[config.mk]
export PLATFORM = sky130hd
export DESIGN_NAME = maze_wall_map_pose_tracker
export DESIGN_NICKNAME = d
export VERILOG_FILES = /design/src/hdl/mwm_pkg.sv /design/src/hdl/mwm_step_unit.sv /design/src/hdl/mwm_cell_store.sv /design/src/hdl/maze_wall_map_pose_tracker.sv
export SDC_FILE = /design/constraint.sdc
export NUM_CORES = 2
export LEC_CHECK = 0
export BUFFER_PORTS_ARGS = -buffer_cell sky130_fd_sc_hd__buf_2
export CAP_MARGIN = 40
export CORE_ASPECT_RATIO = 1.4
export CORE_MARGIN = 1
export CORE_UTILIZATION = 55
export CTS_CLUSTER_DIAMETER = 50
export DETAILED_ROUTE_END_ITERATION = 16
export HOLD_SLACK_MARGIN = 0.05
export MAX_ROUTING_LAYER = met4
export PLACE_DENSITY = 0.75
export SETUP_SLACK_MARGIN = 0.02
export SLEW_MARGIN = 20
export SYNTH_ARGS = -nofsm -noshare
export SYNTH_HDL_FRONTEND = slang
export SYNTH_HIERARCHICAL = 1
export SYNTH_SLANG_ARGS = --single-unit
[constraint.sdc]
create_clock -name clk -period 32.9 [get_ports clk]
set_input_delay 1.645 -clock clk [delete_from_list [all_inputs] [get_ports clk]]
set_output_delay 1.645 -clock clk [all_outputs]
set_load 0.02 [all_outputs]
[src/hdl/mwm_pkg.sv]
package mwm_pkg;

    localparam int MAX_WIDTH  = 16;
    localparam int MAX_HEIGHT = 16;

    localparam int POS_W      = 6;
    localparam int SIZE_W     = 7;
    localparam int COORD_W    = 9;
    localparam int CELL_W     = 9;
    localparam int CELL_DEPTH = MAX_WIDTH * MAX_HEIGHT;
    localparam int ADDR_W     = (CELL_DEPTH > 1) ? $clog2(CELL_DEPTH) : 1;

    // cell layout: visited, then known mask, then present mask
    localparam int VISITED_BIT = 0;
    localparam int KNOWN_LSB   = 1;
    localparam int PRESENT_LSB = 5;

    localparam logic [1:0] HEAD_NORTH = 2'd0;
    localparam logic [1:0] HEAD_EAST  = 2'd1;
    localparam logic [1:0] HEAD_SOUTH = 2'd2;
    localparam logic [1:0] HEAD_WEST  = 2'd3;

    // request kinds carried in req_type
    localparam logic [2:0] REQ_RESTART = 3'd0;
    localparam logic [2:0] REQ_MOTION  = 3'd1;
    localparam logic [2:0] REQ_WALL    = 3'd2;
    localparam logic [2:0] REQ_VISIT   = 3'd3;
    localparam logic [2:0] REQ_POSE    = 3'd4;
    localparam logic [2:0] REQ_READ    = 3'd5;

    // robot action codes
    localparam logic [3:0] ACT_NONE      = 4'd0;
    localparam logic [3:0] ACT_ADVANCE   = 4'd1;
    localparam logic [3:0] ACT_APPROACH  = 4'd2;
    localparam logic [3:0] ACT_SMOOTH_L  = 4'd3;
    localparam logic [3:0] ACT_SMOOTH_R  = 4'd4;
    localparam logic [3:0] ACT_PIVOT_L   = 4'd5;
    localparam logic [3:0] ACT_PIVOT_R   = 4'd6;
    localparam logic [3:0] ACT_PIVOT_180 = 4'd7;
    localparam logic [3:0] ACT_SNAPSHOT  = 4'd8;

    // configuration register indexes
    localparam logic [2:0] CFG_GRID_WIDTH    = 3'd0;
    localparam logic [2:0] CFG_GRID_HEIGHT   = 3'd1;
    localparam logic [2:0] CFG_START_COLUMN  = 3'd2;
    localparam logic [2:0] CFG_START_ROW     = 3'd3;
    localparam logic [2:0] CFG_START_HEADING = 3'd4;

    typedef struct packed {
        logic               enabled;
        logic [SIZE_W-1:0]  width;
        logic [SIZE_W-1:0]  height;
    } grid_t;

    typedef struct packed {
        logic signed [COORD_W-1:0] x;
        logic signed [COORD_W-1:0] y;
        logic                      in_bounds;
        logic [ADDR_W-1:0]         addr;
    } step_res_t;

    typedef struct packed {
        logic [2:0]        req_type;
        logic [3:0]        action_code;
        logic              front_wall;
        logic              left_wall;
        logic              right_wall;
        logic signed [7:0] query_x;
        logic signed [7:0] query_y;
        logic [1:0]        query_heading;
    } req_t;

    typedef struct packed {
        logic [5:0]  pos_x;
        logic [5:0]  pos_y;
        logic [1:0]  heading;
        logic        cell_valid;
        logic        cell_visited;
        logic [3:0]  cell_walls_known;
        logic [3:0]  cell_walls_present;
        logic [31:0] pose_updates;
        logic [31:0] wall_updates;
        logic [3:0]  last_pose_action;
        logic [3:0]  last_wall_action;
    } rsp_t;

endpackage

[src/hdl/mwm_step_unit.sv]
module mwm_step_unit (
    input  logic signed [mwm_pkg::COORD_W-1:0] x,
    input  logic signed [mwm_pkg::COORD_W-1:0] y,
    input  logic [1:0]                         dir,
    input  logic                               step,
    input  mwm_pkg::grid_t                     grid,
    output mwm_pkg::step_res_t                 res
);
    import mwm_pkg::*;

    logic signed [COORD_W-1:0] nx;
    logic signed [COORD_W-1:0] ny;
    logic [COORD_W-1:0]        ux;
    logic [COORD_W-1:0]        uy;

    // advance one cell along dir when step is set
    always_comb
    begin
        nx = x;
        ny = y;
        if (step)
        begin
            case (dir)
                HEAD_NORTH: ny = y - COORD_W'(1);
                HEAD_EAST:  nx = x + COORD_W'(1);
                HEAD_SOUTH: ny = y + COORD_W'(1);
                default:    nx = x - COORD_W'(1);
            endcase
        end
    end

    assign ux = $unsigned(nx);
    assign uy = $unsigned(ny);

    assign res.x         = nx;
    assign res.y         = ny;
    assign res.in_bounds = grid.enabled && !nx[COORD_W-1] && !ny[COORD_W-1]
                           && (ux < COORD_W'(grid.width)) && (uy < COORD_W'(grid.height));
    assign res.addr      = ADDR_W'(uy * MAX_WIDTH + ux);

endmodule

[src/hdl/mwm_cell_store.sv]
module mwm_cell_store (
    input  logic                        clk,
    input  logic                        rst_n,
    input  logic                        clear,
    input  logic                        rd_en,
    input  logic [mwm_pkg::ADDR_W-1:0]  rd_addr,
    input  logic                        wr_en,
    input  logic [mwm_pkg::ADDR_W-1:0]  wr_addr,
    input  logic [mwm_pkg::CELL_W-1:0]  wr_data,
    output logic [mwm_pkg::CELL_W-1:0]  rd_data
);
    import mwm_pkg::*;

    logic [CELL_W-1:0]     mem [CELL_DEPTH];
    logic [CELL_DEPTH-1:0] valid_reg;
    logic [CELL_DEPTH-1:0] valid_next;
    logic [CELL_W-1:0]     data_reg;
    logic                  hit_reg;

    // drop every entry at once on clear; an entry not yet written reads as zero
    always_comb
    begin
        valid_next = valid_reg;
        if (clear)
        begin
            valid_next = '0;
        end
        else if (wr_en)
        begin
            valid_next[wr_addr] = 1'b1;
        end
    end

    always_ff @(posedge clk or negedge rst_n)
    begin
        if (!rst_n)
        begin
            valid_reg <= '0;
            hit_reg   <= 1'b0;
        end
        else
        begin
            valid_reg <= valid_next;
            if (rd_en)
            begin
                hit_reg <= valid_reg[rd_addr];
            end
        end
    end

    always_ff @(posedge clk)
    begin
        if (wr_en)
        begin
            mem[wr_addr] <= wr_data;
        end
        if (rd_en)
        begin
            data_reg <= mem[rd_addr];
        end
    end

    assign rd_data = hit_reg ? data_reg : '0;

endmodule

[src/hdl/maze_wall_map_pose_tracker.sv]
// Channel   | Ports                               | Handshake
// ----------+-------------------------------------+---------------------------------------
// request   | start, busy, request (req_t)        | taken at an edge with start & !busy
// result    | done, result (rsp_t)                | done high one cycle, cannot be held off
// config    | cfg_wr_en, cfg_index, cfg_data      | written at an edge with cfg_wr_en high
//
// One transaction runs from accept to the done strobe through EXEC, REPORT_RD and REPORT
// for a motion, set pose, read cell or ignored request. Restart, mark visited and a wall
// update add RMW_RD then RMW_WR per cell touch, a read-modify-write through the cell store,
// up to six of them. busy stays high until the result is registered.
// Reset is asynchronous, active low; the map stays disabled until the first restart.
// Restart drops the whole cell store at once through its per-entry valid bits.
module maze_wall_map_pose_tracker (
    input  logic          clk,
    input  logic          rst_n,
    input  logic          start,
    output logic          busy,
    input  mwm_pkg::req_t request,
    output logic          done,
    output mwm_pkg::rsp_t result,
    input  logic          cfg_wr_en,
    input  logic [2:0]    cfg_index,
    input  logic [7:0]    cfg_data
);
    import mwm_pkg::*;

    localparam logic [2:0] LAST_WALL_STEP = 3'd5;

    typedef enum logic [5:0] {
        ST_IDLE      = 6'b000001,
        ST_EXEC      = 6'b000010,
        ST_RMW_RD    = 6'b000100,
        ST_RMW_WR    = 6'b001000,
        ST_REPORT_RD = 6'b010000,
        ST_REPORT    = 6'b100000
    } state_t;

    function automatic logic [SIZE_W-1:0] size_clamp(input logic [7:0] v,
                                                     input logic [SIZE_W-1:0] maxv);
        logic [SIZE_W-1:0] r;
        if (v == 8'd0)
        begin
            r = SIZE_W'(1);
        end
        else if ({1'b0, v} > 9'(maxv))
        begin
            r = maxv;
        end
        else
        begin
            r = SIZE_W'(v);
        end
        return r;
    endfunction

    function automatic logic [POS_W-1:0] pos_clamp(input logic signed [7:0] v,
                                                   input logic [SIZE_W-1:0] size);
        logic [POS_W-1:0] r;
        logic [SIZE_W-1:0] diff;
        diff = size - SIZE_W'(1);
        if (v[7])
        begin
            r = '0;
        end
        else if (SIZE_W'(v[6:0]) >= size)
        begin
            r = diff[POS_W-1:0];
        end
        else
        begin
            r = v[POS_W-1:0];
        end
        return r;
    endfunction

    state_t            state_reg, state_next;
    req_t              req_reg, req_next;
    logic [2:0]        sub_reg, sub_next;
    logic              rpt_valid_reg, rpt_valid_next;

    logic              enabled_reg, enabled_next;
    logic [SIZE_W-1:0] width_reg, width_next;
    logic [SIZE_W-1:0] height_reg, height_next;
    logic [POS_W-1:0]  x_reg, x_next;
    logic [POS_W-1:0]  y_reg, y_next;
    logic [1:0]        head_reg, head_next;
    logic [31:0]       pose_cnt_reg, pose_cnt_next;
    logic [31:0]       wall_cnt_reg, wall_cnt_next;
    logic [3:0]        last_pose_reg, last_pose_next;
    logic [3:0]        last_wall_reg, last_wall_next;

    logic [7:0]        cfg_width_reg;
    logic [7:0]        cfg_height_reg;
    logic [7:0]        cfg_col_reg;
    logic [7:0]        cfg_row_reg;
    logic [1:0]        cfg_head_reg;

    rsp_t              result_reg, result_next;
    logic              done_reg, done_next;

    grid_t                     grid;
    logic signed [COORD_W-1:0] unit_x;
    logic signed [COORD_W-1:0] unit_y;
    logic [1:0]                unit_dir;
    logic                      unit_step;
    step_res_t                 unit_res;

    logic              store_clear;
    logic              store_rd_en;
    logic              store_wr_en;
    logic [CELL_W-1:0] store_wr_data;
    logic [CELL_W-1:0] store_rd_data;

    // wall sequencing: step bits [2:1] pick front/left/right, bit 0 picks own cell or neighbor
    logic [1:0]        wall_dir;
    logic [1:0]        bit_dir;
    logic              wall_present;
    logic              is_wall_op;
    logic [1:0]        turn_head;
    logic [SIZE_W-1:0] new_width;
    logic [SIZE_W-1:0] new_height;

    assign grid.enabled = enabled_reg;
    assign grid.width   = width_reg;
    assign grid.height  = height_reg;

    assign is_wall_op = (req_reg.req_type == REQ_WALL);

    always_comb
    begin
        case (sub_reg[2:1])
            2'd0:
            begin
                wall_dir     = head_reg;
                wall_present = req_reg.front_wall;
            end
            2'd1:
            begin
                wall_dir     = head_reg + 2'd3;
                wall_present = req_reg.left_wall;
            end
            default:
            begin
                wall_dir     = head_reg + 2'd1;
                wall_present = req_reg.right_wall;
            end
        endcase
        bit_dir = sub_reg[0] ? (wall_dir + 2'd2) : wall_dir;
    end

    // heading after the turn part of a motion action
    always_comb
    begin
        case (req_reg.action_code)
            ACT_SMOOTH_L, ACT_PIVOT_L: turn_head = head_reg + 2'd3;
            ACT_SMOOTH_R, ACT_PIVOT_R: turn_head = head_reg + 2'd1;
            ACT_PIVOT_180:             turn_head = head_reg + 2'd2;
            default:                   turn_head = head_reg;
        endcase
    end

    assign new_width  = size_clamp(cfg_width_reg, SIZE_W'(MAX_WIDTH));
    assign new_height = size_clamp(cfg_height_reg, SIZE_W'(MAX_HEIGHT));

    // feed the shared stepping unit for whatever the sequencer is doing now
    always_comb
    begin
        unit_x    = COORD_W'(x_reg);
        unit_y    = COORD_W'(y_reg);
        unit_dir  = head_reg;
        unit_step = 1'b0;
        case (state_reg)
            ST_EXEC:
            begin
                unit_dir  = turn_head;
                unit_step = 1'b1;
            end
            ST_RMW_RD, ST_RMW_WR:
            begin
                unit_dir  = wall_dir;
                unit_step = is_wall_op && sub_reg[0];
            end
            ST_REPORT_RD:
            begin
                if (req_reg.req_type == REQ_READ)
                begin
                    unit_x = COORD_W'(req_reg.query_x);
                    unit_y = COORD_W'(req_reg.query_y);
                end
            end
            default:
            begin
                unit_step = 1'b0;
            end
        endcase
    end

    mwm_step_unit u_step (
        .x    (unit_x),
        .y    (unit_y),
        .dir  (unit_dir),
        .step (unit_step),
        .grid (grid),
        .res  (unit_res)
    );

    mwm_cell_store u_store (
        .clk     (clk),
        .rst_n   (rst_n),
        .clear   (store_clear),
        .rd_en   (store_rd_en),
        .rd_addr (unit_res.addr),
        .wr_en   (store_wr_en),
        .wr_addr (unit_res.addr),
        .wr_data (store_wr_data),
        .rd_data (store_rd_data)
    );

    // modify the cell read back in the previous cycle
    always_comb
    begin
        store_wr_data = store_rd_data;
        if (is_wall_op)
        begin
            store_wr_data[KNOWN_LSB + int'(bit_dir)]   = 1'b1;
            store_wr_data[PRESENT_LSB + int'(bit_dir)] = wall_present;
        end
        else
        begin
            store_wr_data[VISITED_BIT] = 1'b1;
        end
    end

    always_comb
    begin
        state_next     = state_reg;
        req_next       = req_reg;
        sub_next       = sub_reg;
        rpt_valid_next = rpt_valid_reg;
        enabled_next   = enabled_reg;
        width_next     = width_reg;
        height_next    = height_reg;
        x_next         = x_reg;
        y_next         = y_reg;
        head_next      = head_reg;
        pose_cnt_next  = pose_cnt_reg;
        wall_cnt_next  = wall_cnt_reg;
        last_pose_next = last_pose_reg;
        last_wall_next = last_wall_reg;
        result_next    = result_reg;
        done_next      = 1'b0;
        store_clear    = 1'b0;
        store_rd_en    = 1'b0;
        store_wr_en    = 1'b0;

        case (state_reg)
            ST_IDLE:
            begin
                if (start)
                begin
                    req_next   = request;
                    sub_next   = '0;
                    state_next = ST_EXEC;
                end
            end

            ST_EXEC:
            begin
                state_next = ST_REPORT_RD;
                if (req_reg.req_type == REQ_RESTART)
                begin
                    // clear the map, size the grid, place the start pose, then mark it
                    store_clear    = 1'b1;
                    enabled_next   = 1'b1;
                    width_next     = new_width;
                    height_next    = new_height;
                    x_next         = pos_clamp(cfg_col_reg, new_width);
                    y_next         = pos_clamp(cfg_row_reg, new_height);
                    head_next      = cfg_head_reg;
                    pose_cnt_next  = '0;
                    wall_cnt_next  = '0;
                    last_pose_next = '0;
                    last_wall_next = '0;
                    state_next     = ST_RMW_RD;
                end
                else if (enabled_reg)
                begin
                    case (req_reg.req_type)
                        REQ_MOTION:
                        begin
                            head_next = turn_head;
                            if ((req_reg.action_code inside
                                    {ACT_ADVANCE, ACT_SMOOTH_L, ACT_SMOOTH_R})
                                && unit_res.in_bounds)
                            begin
                                x_next = unit_res.x[POS_W-1:0];
                                y_next = unit_res.y[POS_W-1:0];
                            end
                            if ((x_next != x_reg) || (y_next != y_reg)
                                || (head_next != head_reg))
                            begin
                                last_pose_next = req_reg.action_code;
                                pose_cnt_next  = pose_cnt_reg + 32'd1;
                            end
                        end
                        REQ_WALL:
                        begin
                            last_wall_next = req_reg.action_code;
                            wall_cnt_next  = wall_cnt_reg + 32'd1;
                            state_next     = ST_RMW_RD;
                        end
                        REQ_VISIT:
                        begin
                            state_next = ST_RMW_RD;
                        end
                        REQ_POSE:
                        begin
                            x_next    = pos_clamp(req_reg.query_x, width_reg);
                            y_next    = pos_clamp(req_reg.query_y, height_reg);
                            head_next = req_reg.query_heading;
                        end
                        default:
                        begin
                            state_next = ST_REPORT_RD;
                        end
                    endcase
                end
            end

            ST_RMW_RD:
            begin
                if (unit_res.in_bounds)
                begin
                    store_rd_en = 1'b1;
                    state_next  = ST_RMW_WR;
                end
                else if (sub_reg == LAST_WALL_STEP)
                begin
                    // drop a mirror bit that falls outside the grid
                    state_next = ST_REPORT_RD;
                end
                else
                begin
                    sub_next = sub_reg + 3'd1;
                end
            end

            ST_RMW_WR:
            begin
                store_wr_en = 1'b1;
                if (is_wall_op && (sub_reg != LAST_WALL_STEP))
                begin
                    sub_next   = sub_reg + 3'd1;
                    state_next = ST_RMW_RD;
                end
                else
                begin
                    state_next = ST_REPORT_RD;
                end
            end

            ST_REPORT_RD:
            begin
                store_rd_en    = 1'b1;
                rpt_valid_next = unit_res.in_bounds;
                state_next     = ST_REPORT;
            end

            ST_REPORT:
            begin
                result_next.pos_x              = x_reg;
                result_next.pos_y              = y_reg;
                result_next.heading            = head_reg;
                result_next.cell_valid         = rpt_valid_reg;
                result_next.cell_visited       = rpt_valid_reg
                                                 & store_rd_data[VISITED_BIT];
                result_next.cell_walls_known   = rpt_valid_reg
                                                 ? store_rd_data[KNOWN_LSB +: 4] : 4'd0;
                result_next.cell_walls_present = rpt_valid_reg
                                                 ? store_rd_data[PRESENT_LSB +: 4] : 4'd0;
                result_next.pose_updates       = pose_cnt_reg;
                result_next.wall_updates       = wall_cnt_reg;
                result_next.last_pose_action   = last_pose_reg;
                result_next.last_wall_action   = last_wall_reg;
                done_next                      = 1'b1;
                state_next                     = ST_IDLE;
            end

            default:
            begin
                state_next = ST_IDLE;
            end
        endcase
    end

    always_ff @(posedge clk or negedge rst_n)
    begin
        if (!rst_n)
        begin
            state_reg      <= ST_IDLE;
            sub_reg        <= '0;
            rpt_valid_reg  <= 1'b0;
            enabled_reg    <= 1'b0;
            width_reg      <= SIZE_W'(1);
            height_reg     <= SIZE_W'(1);
            x_reg          <= '0;
            y_reg          <= '0;
            head_reg       <= HEAD_NORTH;
            pose_cnt_reg   <= '0;
            wall_cnt_reg   <= '0;
            last_pose_reg  <= '0;
            last_wall_reg  <= '0;
            done_reg       <= 1'b0;
            cfg_width_reg  <= 8'd16;
            cfg_height_reg <= 8'd16;
            cfg_col_reg    <= 8'd0;
            cfg_row_reg    <= 8'd0;
            cfg_head_reg   <= HEAD_NORTH;
        end
        else
        begin
            state_reg     <= state_next;
            sub_reg       <= sub_next;
            rpt_valid_reg <= rpt_valid_next;
            enabled_reg   <= enabled_next;
            width_reg     <= width_next;
            height_reg    <= height_next;
            x_reg         <= x_next;
            y_reg         <= y_next;
            head_reg      <= head_next;
            pose_cnt_reg  <= pose_cnt_next;
            wall_cnt_reg  <= wall_cnt_next;
            last_pose_reg <= last_pose_next;
            last_wall_reg <= last_wall_next;
            done_reg      <= done_next;
            if (cfg_wr_en)
            begin
                case (cfg_index)
                    CFG_GRID_WIDTH:    cfg_width_reg  <= cfg_data;
                    CFG_GRID_HEIGHT:   cfg_height_reg <= cfg_data;
                    CFG_START_COLUMN:  cfg_col_reg    <= cfg_data;
                    CFG_START_ROW:     cfg_row_reg    <= cfg_data;
                    CFG_START_HEADING: cfg_head_reg   <= cfg_data[1:0];
                    default:           cfg_head_reg   <= cfg_head_reg;
                endcase
            end
        end
    end

    // payload registers: hold the request and the result without reset
    always_ff @(posedge clk)
    begin
        req_reg    <= req_next;
        result_reg <= result_next;
    end

    assign busy   = (state_reg != ST_IDLE);
    assign done   = done_reg;
    assign result = result_reg;

endmodule

# Yosys cells after proc, flatten, opt, wreduce, memory -nomap -nowiden
# Memory sizes are Yosys's and may differ from the RTL's. A register that Yosys moved wholly into a read port is not among the register bits.
# Cells that the tools add are included.
[op_classes] add_sub_neg=18 order_cmp=14 n_eq_ne=35 muxes=94 n_bitwise=3 n_reduce_logical=45
[op_table] operator="two-way mux 256 bit" n=2
[op_table] operator="OR 256 bit" n=1
[op_table] operator="two-way mux 32 bit" n=7
[op_table] operator="two-way mux 6 bit" n=25
[op_table] operator="adder 32 x 1 -> 32 bit (second input constant)" n=2
[op_table] operator="two-way mux 9 bit" n=7
[op_table] operator="case mux 9 bit (2 select lines)" n=2
[op_table] operator="case mux 6 bit (5 select lines)" n=1
[op_table] operator="greater-or-equal comparator 7 bit" n=4
[op_table] operator="two-way mux 4 bit" n=7
[op_table] operator="two-way mux 7 bit" n=4
[op_table] operator="case mux 6 bit (2 select lines)" n=2
[op_table] operator="subtractor 6 x 1 -> 6 bit (second input constant)" n=4
[op_table] operator="two-way mux 5 bit" n=4
[op_table] operator="adder 9 x 2 -> 9 bit (second input constant)" n=2
[op_table] operator="less-than comparator 9 x 7 -> 1 bit" n=2
[op_table] operator="subtractor 9 x 2 -> 9 bit (second input constant)" n=2
[op_table] operator="== test 4 x 3 -> 1 bit (second input constant)" n=4
[op_table] operator="> comparator 8 x 5 -> 1 bit (second input constant)" n=2
[op_table] operator="logical NOT 8 bit" n=2
[op_table] operator="AND reduction 2 bit" n=8
[op_table] operator="== test 3 x 2 -> 1 bit (second input constant)" n=4
[op_table] operator="== test 3 bit (second input constant)" n=4
[op_table] operator="two-way mux 1 bit" n=12
[op_table] operator="52 further kinds" n=95
[totals] ff_bits=527 ramBits=2304 input_bits=43 out_inout_bits=98 wordCells=250 memories=1
[memory_table] memory="u_store.mem" words=256 word_bits=9 read_ports=1 rd_clocked_by_memory_dff=1 write_ports=1 line="mwm_cell_store.sv:14" text="logic [CELL_W-1:0] mem [CELL_DEPTH];"

# Longest topological paths before layout
[depth] word_depth=26 ltp_mapped=26 mapped_depth_nobuf=25

# By module
# The synthesis kept the hierarchy.
[modules_own_cells] mod="mwm_cell_store" n_inst=1 cells_per_inst=4946 area_per_inst_um2=98843.5 seq_area_each_um2=75887.8
[modules_own_cells] mod="maze_wall_map_pose_tracker" n_inst=1 cells_per_inst=1095 area_per_inst_um2=12630.9 seq_area_each_um2=7383.3
[modules_own_cells] mod="mwm_step_unit" n_inst=1 cells_per_inst=186 area_per_inst_um2=1397.6 seq_area_each_um2=0.0

# Worst setup path after synthesis
# No wires, ideal clock.
[synth_timing] kind="reg2reg" start="reg head_reg[0]" end="mem u_store.mem[0][8], data pin" setup_time_ns=2.188 arrival_time_ns=11.418 required_time_ns=30.712 slack_ns=19.294 stages_incl_launch_ff=8 n_path_buf=1 synth_period_minus_slack_ns=13.606 cell_sequence="dfrtp_1 > clkbuf_1 > nor3_1 > a21oi_1 > xor2_1 > ha_1 > nand2_1 > o21ai_0"
[synth_via] elab_chain_cells=12 word_cells_on_any_way=20 classes_between="5 x add/sub; 4 x order compare; 8 x mux; 1 x bitwise; 2 x reduce/logical"
[synth_rtl] element="from (decl)" line="maze_wall_map_pose_tracker.sv:86" text="logic [1:0] head_reg, head_next;"
[synth_rtl] element="from (signal assigned)" line="maze_wall_map_pose_tracker.sv:430" text="head_reg <= head_next;"
[synth_rtl] element="adder 2 x 1 -> 2 bit or adder 2 bit (tied branches)" line="maze_wall_map_pose_tracker.sv:144, maze_wall_map_pose_tracker.sv:139"
[synth_rtl] element="case mux 2 bit (2 select lines) *" line="maze_wall_map_pose_tracker.sv:131" text="case (sub_reg[2:1])"
[synth_rtl] element="adder 2 bit" line="maze_wall_map_pose_tracker.sv:148" text="bit_dir = sub_reg[0] ? (wall_dir + 2'd2) : wall_dir;"
[synth_rtl] element="two-way mux 2 bit *" line="maze_wall_map_pose_tracker.sv:148"
[synth_rtl] element="adder 1 x 2 -> 3 bit" line="maze_wall_map_pose_tracker.sv:225" text="store_wr_data[KNOWN_LSB + int'(bit_dir)] = 1'b1;"
[synth_rtl] element="less-than comparator 3 x 5 -> 1 bit (implied by the code) or greater-or-equal comparator 3 x 1 -> 1 bit (tied branches)" line="maze_wall_map_pose_tracker.sv:225"
[synth_rtl] element="logical AND 1 bit (implied by the code)" line="maze_wall_map_pose_tracker.sv:225"
[synth_rtl] element="two-way mux 1 bit (implied by the code)" line="maze_wall_map_pose_tracker.sv:225"
[synth_rtl] element="demux 1 bit (select 4 bit)" line="maze_wall_map_pose_tracker.sv:225"
[synth_rtl] element="OR 9 bit (no source line)"
[synth_rtl] element="bitwise mux 9 bit *" line="maze_wall_map_pose_tracker.sv:226" text="store_wr_data[PRESENT_LSB + int'(bit_dir)] = wall_present;"
[synth_rtl] element="two-way mux 8 bit *" line="maze_wall_map_pose_tracker.sv:223" text="if (is_wall_op)"
[synth_rtl] element="named net store_wr_data[8]" line="maze_wall_map_pose_tracker.sv:111" text="logic [CELL_W-1:0] store_wr_data;"
[synth_rtl] element="to (decl)" line="mwm_cell_store.sv:14"
# The timed path passes the listed nets; every way through them passes the cells marked *.

==> impl_metrics.ini <==
[floorplanning]
core-area_um2 = 203800
initial_core_util_pct = 55.38
num_rows = 196
dieWidth_um = 384.9
dieHeight_um = 538.0
dieArea_um2 = 207100
pin_count = 141

[drt]
wl_mm = 297.3
wl_per_cell_um = 31.06
vias_per_cell = 6.630
drt_iter0_markers = 8095
vias = 63458
drtAntennaViolNets = 0
firstDrtPassIters = 12
post-route-drc-count = 0

[placed_design]
dp_hpwl_mm = 187.5
io_buffers = 140
dp_worst_setup_slack_ns = 23.64
gp_congestion = 0.9405
place_area_um2 = 119100
post-place-cells = 9078

[global_routing]
antenna_found_initial = 2
grt_pass1_vias = 63511
overflow = 0
grt_use_total_pct = 29.63
grt_start_max_net_pins = 217
grt_pass1_wl_mm = 431.3

[sta]
tns_ns = 0
finalCriticalPeriod_ns = 9.242
hold_viol_final = 0
period_share_pct = 28.09
setup_ws_ns = 23.66
slew_viol_final = 0
relSlewSlack_pct = 24.06
grt_setup_unrepaired = no
max_freq_mhz = 108.2
tightest_slew_ns = 1.139
setup_viol = 0
fin_skew_ns = 0.06127

[clocking]
cts_hold_buf = 0
cts_buffer_depth = 4
cts_made_buffers = 266
htree_levels = 5
clock-sinks = 2840
post_cts_buffers = 0
post_cts_resized = 0
clk_latency_ns = 0.87
clk_pin_slew_ns = 0.07
cts.root.buffer_cell = clkbuf_16
cts_tree = built

[run_status]
outcome = finished clean

[critical_path]
max_stage_delay_ns = 0.73
critPathKind = reg2reg
cp-end-kind = flop
cp_cell_sequence = or4_1, or3b_1, nor3_4, mux2_2, nand3b_1, nand2_4, buf_12, buf_4, buf_4, buf_4, mux4_2, a22oi_1, a21oi_1, nor4_1, o22ai_1, or2_2
critPathSlowestCell = buf_4
start_kind = flop
critPathMostFrequentCell = buf_4
r2r_slack_ns = 23.66
arrival_ns = 9.84
cp_max_fo = 98
cp_data_required_time_ns = 33.49

[logic_synthesis]
syn_area_per_cell_um2 = 18.13
ys_warn_count = 6
synthesis.area_um2 = 112900
netlist_instances = 6226

[pwr]
p_total_w = 0.01087
p_leak_nw = 44.44
power_density_nw_per_um2 = 84.90
max-vdd-ir-drop_mv = 0.09198

[cells_and_area]
largest_reg_flops = 2304
drive_above_1_share_pct = 24.83
post_layout_nonfiller_instances = 9571
syn2layout_area_growth_pct = 13.48
nets = 6813
final_area_um2 = 128100

[hold_path]
min_path_type = reg2reg

[flow_run]
cap_violations = 0
-- report_power, final --
part | leakage [nW] | internal [W] | switching (W)
combinational | 12.3 | 0.00113 | 0.00240
clock | 4.21 | 0.00177 | 0.00131
sequential | 27.9 | 0.00420 | 0.0000506
-- final cells by class --
cell class	instances	area, um2
multi-input combinational	2980	28180
timing repair buffer	541	4392
clock buffer	349	7256
sequential	2840	83270
fill	13310	75710
inverter	64	247.7
antenna	2	5.005
tap	2673	3344
clock inverter	122	1380
-- layer usage --
| layer | vias up | global-route usage, % | part of all wire [%] |
|---|---|---|---|
| met4 | 0 | 17.89 | 7.4 |
| met2 | 4151 | 48.18 | 50 |
| li1 | 25753 | - | - |
| met3 | 951 | 5.136 | 9.5 |
| met1 | 32603 | 34.66 | 33 |
| met5 | - | - | 0 |
-- placed cells by master, fill, tap and decap left out, types with 41 or more instances in the layout --
| cell type | instances |
|---|---|
| edfxtp_1 | 2437 |
| nor2_1 | 791 |
| mux4_2 | 627 |
| dfrtp_1 | 398 |
| buf_4 | 334 |
| a22oi_1 | 297 |
| clkbuf_16 | 272 |
| a21oi_1 | 201 |
| buf_2 | 146 |
| nand2_1 | 145 |
| o21ai_0 | 105 |
| ha_1 | 73 |
| nand3_1 | 71 |
| inv_1 | 63 |
| clkbuf_1 | 61 |
| mux2_2 | 54 |
| nor4_1 | 45 |
| mux2i_1 | 41 |
-- final timing paths --
| kind | cells past startpoint | from | to |
|---|---|---|---|
| hold reg to reg | 0 | last_wall_reg[3]$_DFFE_PN0P_ | result[3]$_DFFE_PP_ |
| setup reg to reg | 16 | state_reg[2]$_DFFE_PN0P_ | u_store/data_reg[6]$_DFFE_PP_ |
| hold / removal | 0 | last_wall_reg[3]$_DFFE_PN0P_ | result[3]$_DFFE_PP_ |
| setup / recovery | 16 | state_reg[2]$_DFFE_PN0P_ | u_store/data_reg[6]$_DFFE_PP_ |
| min in group asynchronous | 1 | rst_n | cfg_row_reg[6]$_DFFE_PN0P_ |
| max in group asynchronous | 3 | rst_n | u_store/valid_reg[32]$_DFFE_PN0P_ |
-- through the flow --
stage / utilization [%] / hold WS (ns)
6_report: 62.85 / 0.4534
5_1_grt: 62.85 / 0.4587
4_1_cts: 62.67 / 0.4525
3_5_place_dp: 58.43 / 0.4312
3_3_place_gp: 57.35 / 0.4310
2_1_floorplan: - / 0.4165
-- worst max-delay path: cells and delay by family (launching register included) --
kind / cells / cell delay, ns
simple gates: 7 / 3.47
compound gates: 3 / 1.00
buf+inv: 4 / 2.80
mux: 2 / 1.04
flops: 1 / 0.46
Power figures use the tool's default switching activity.
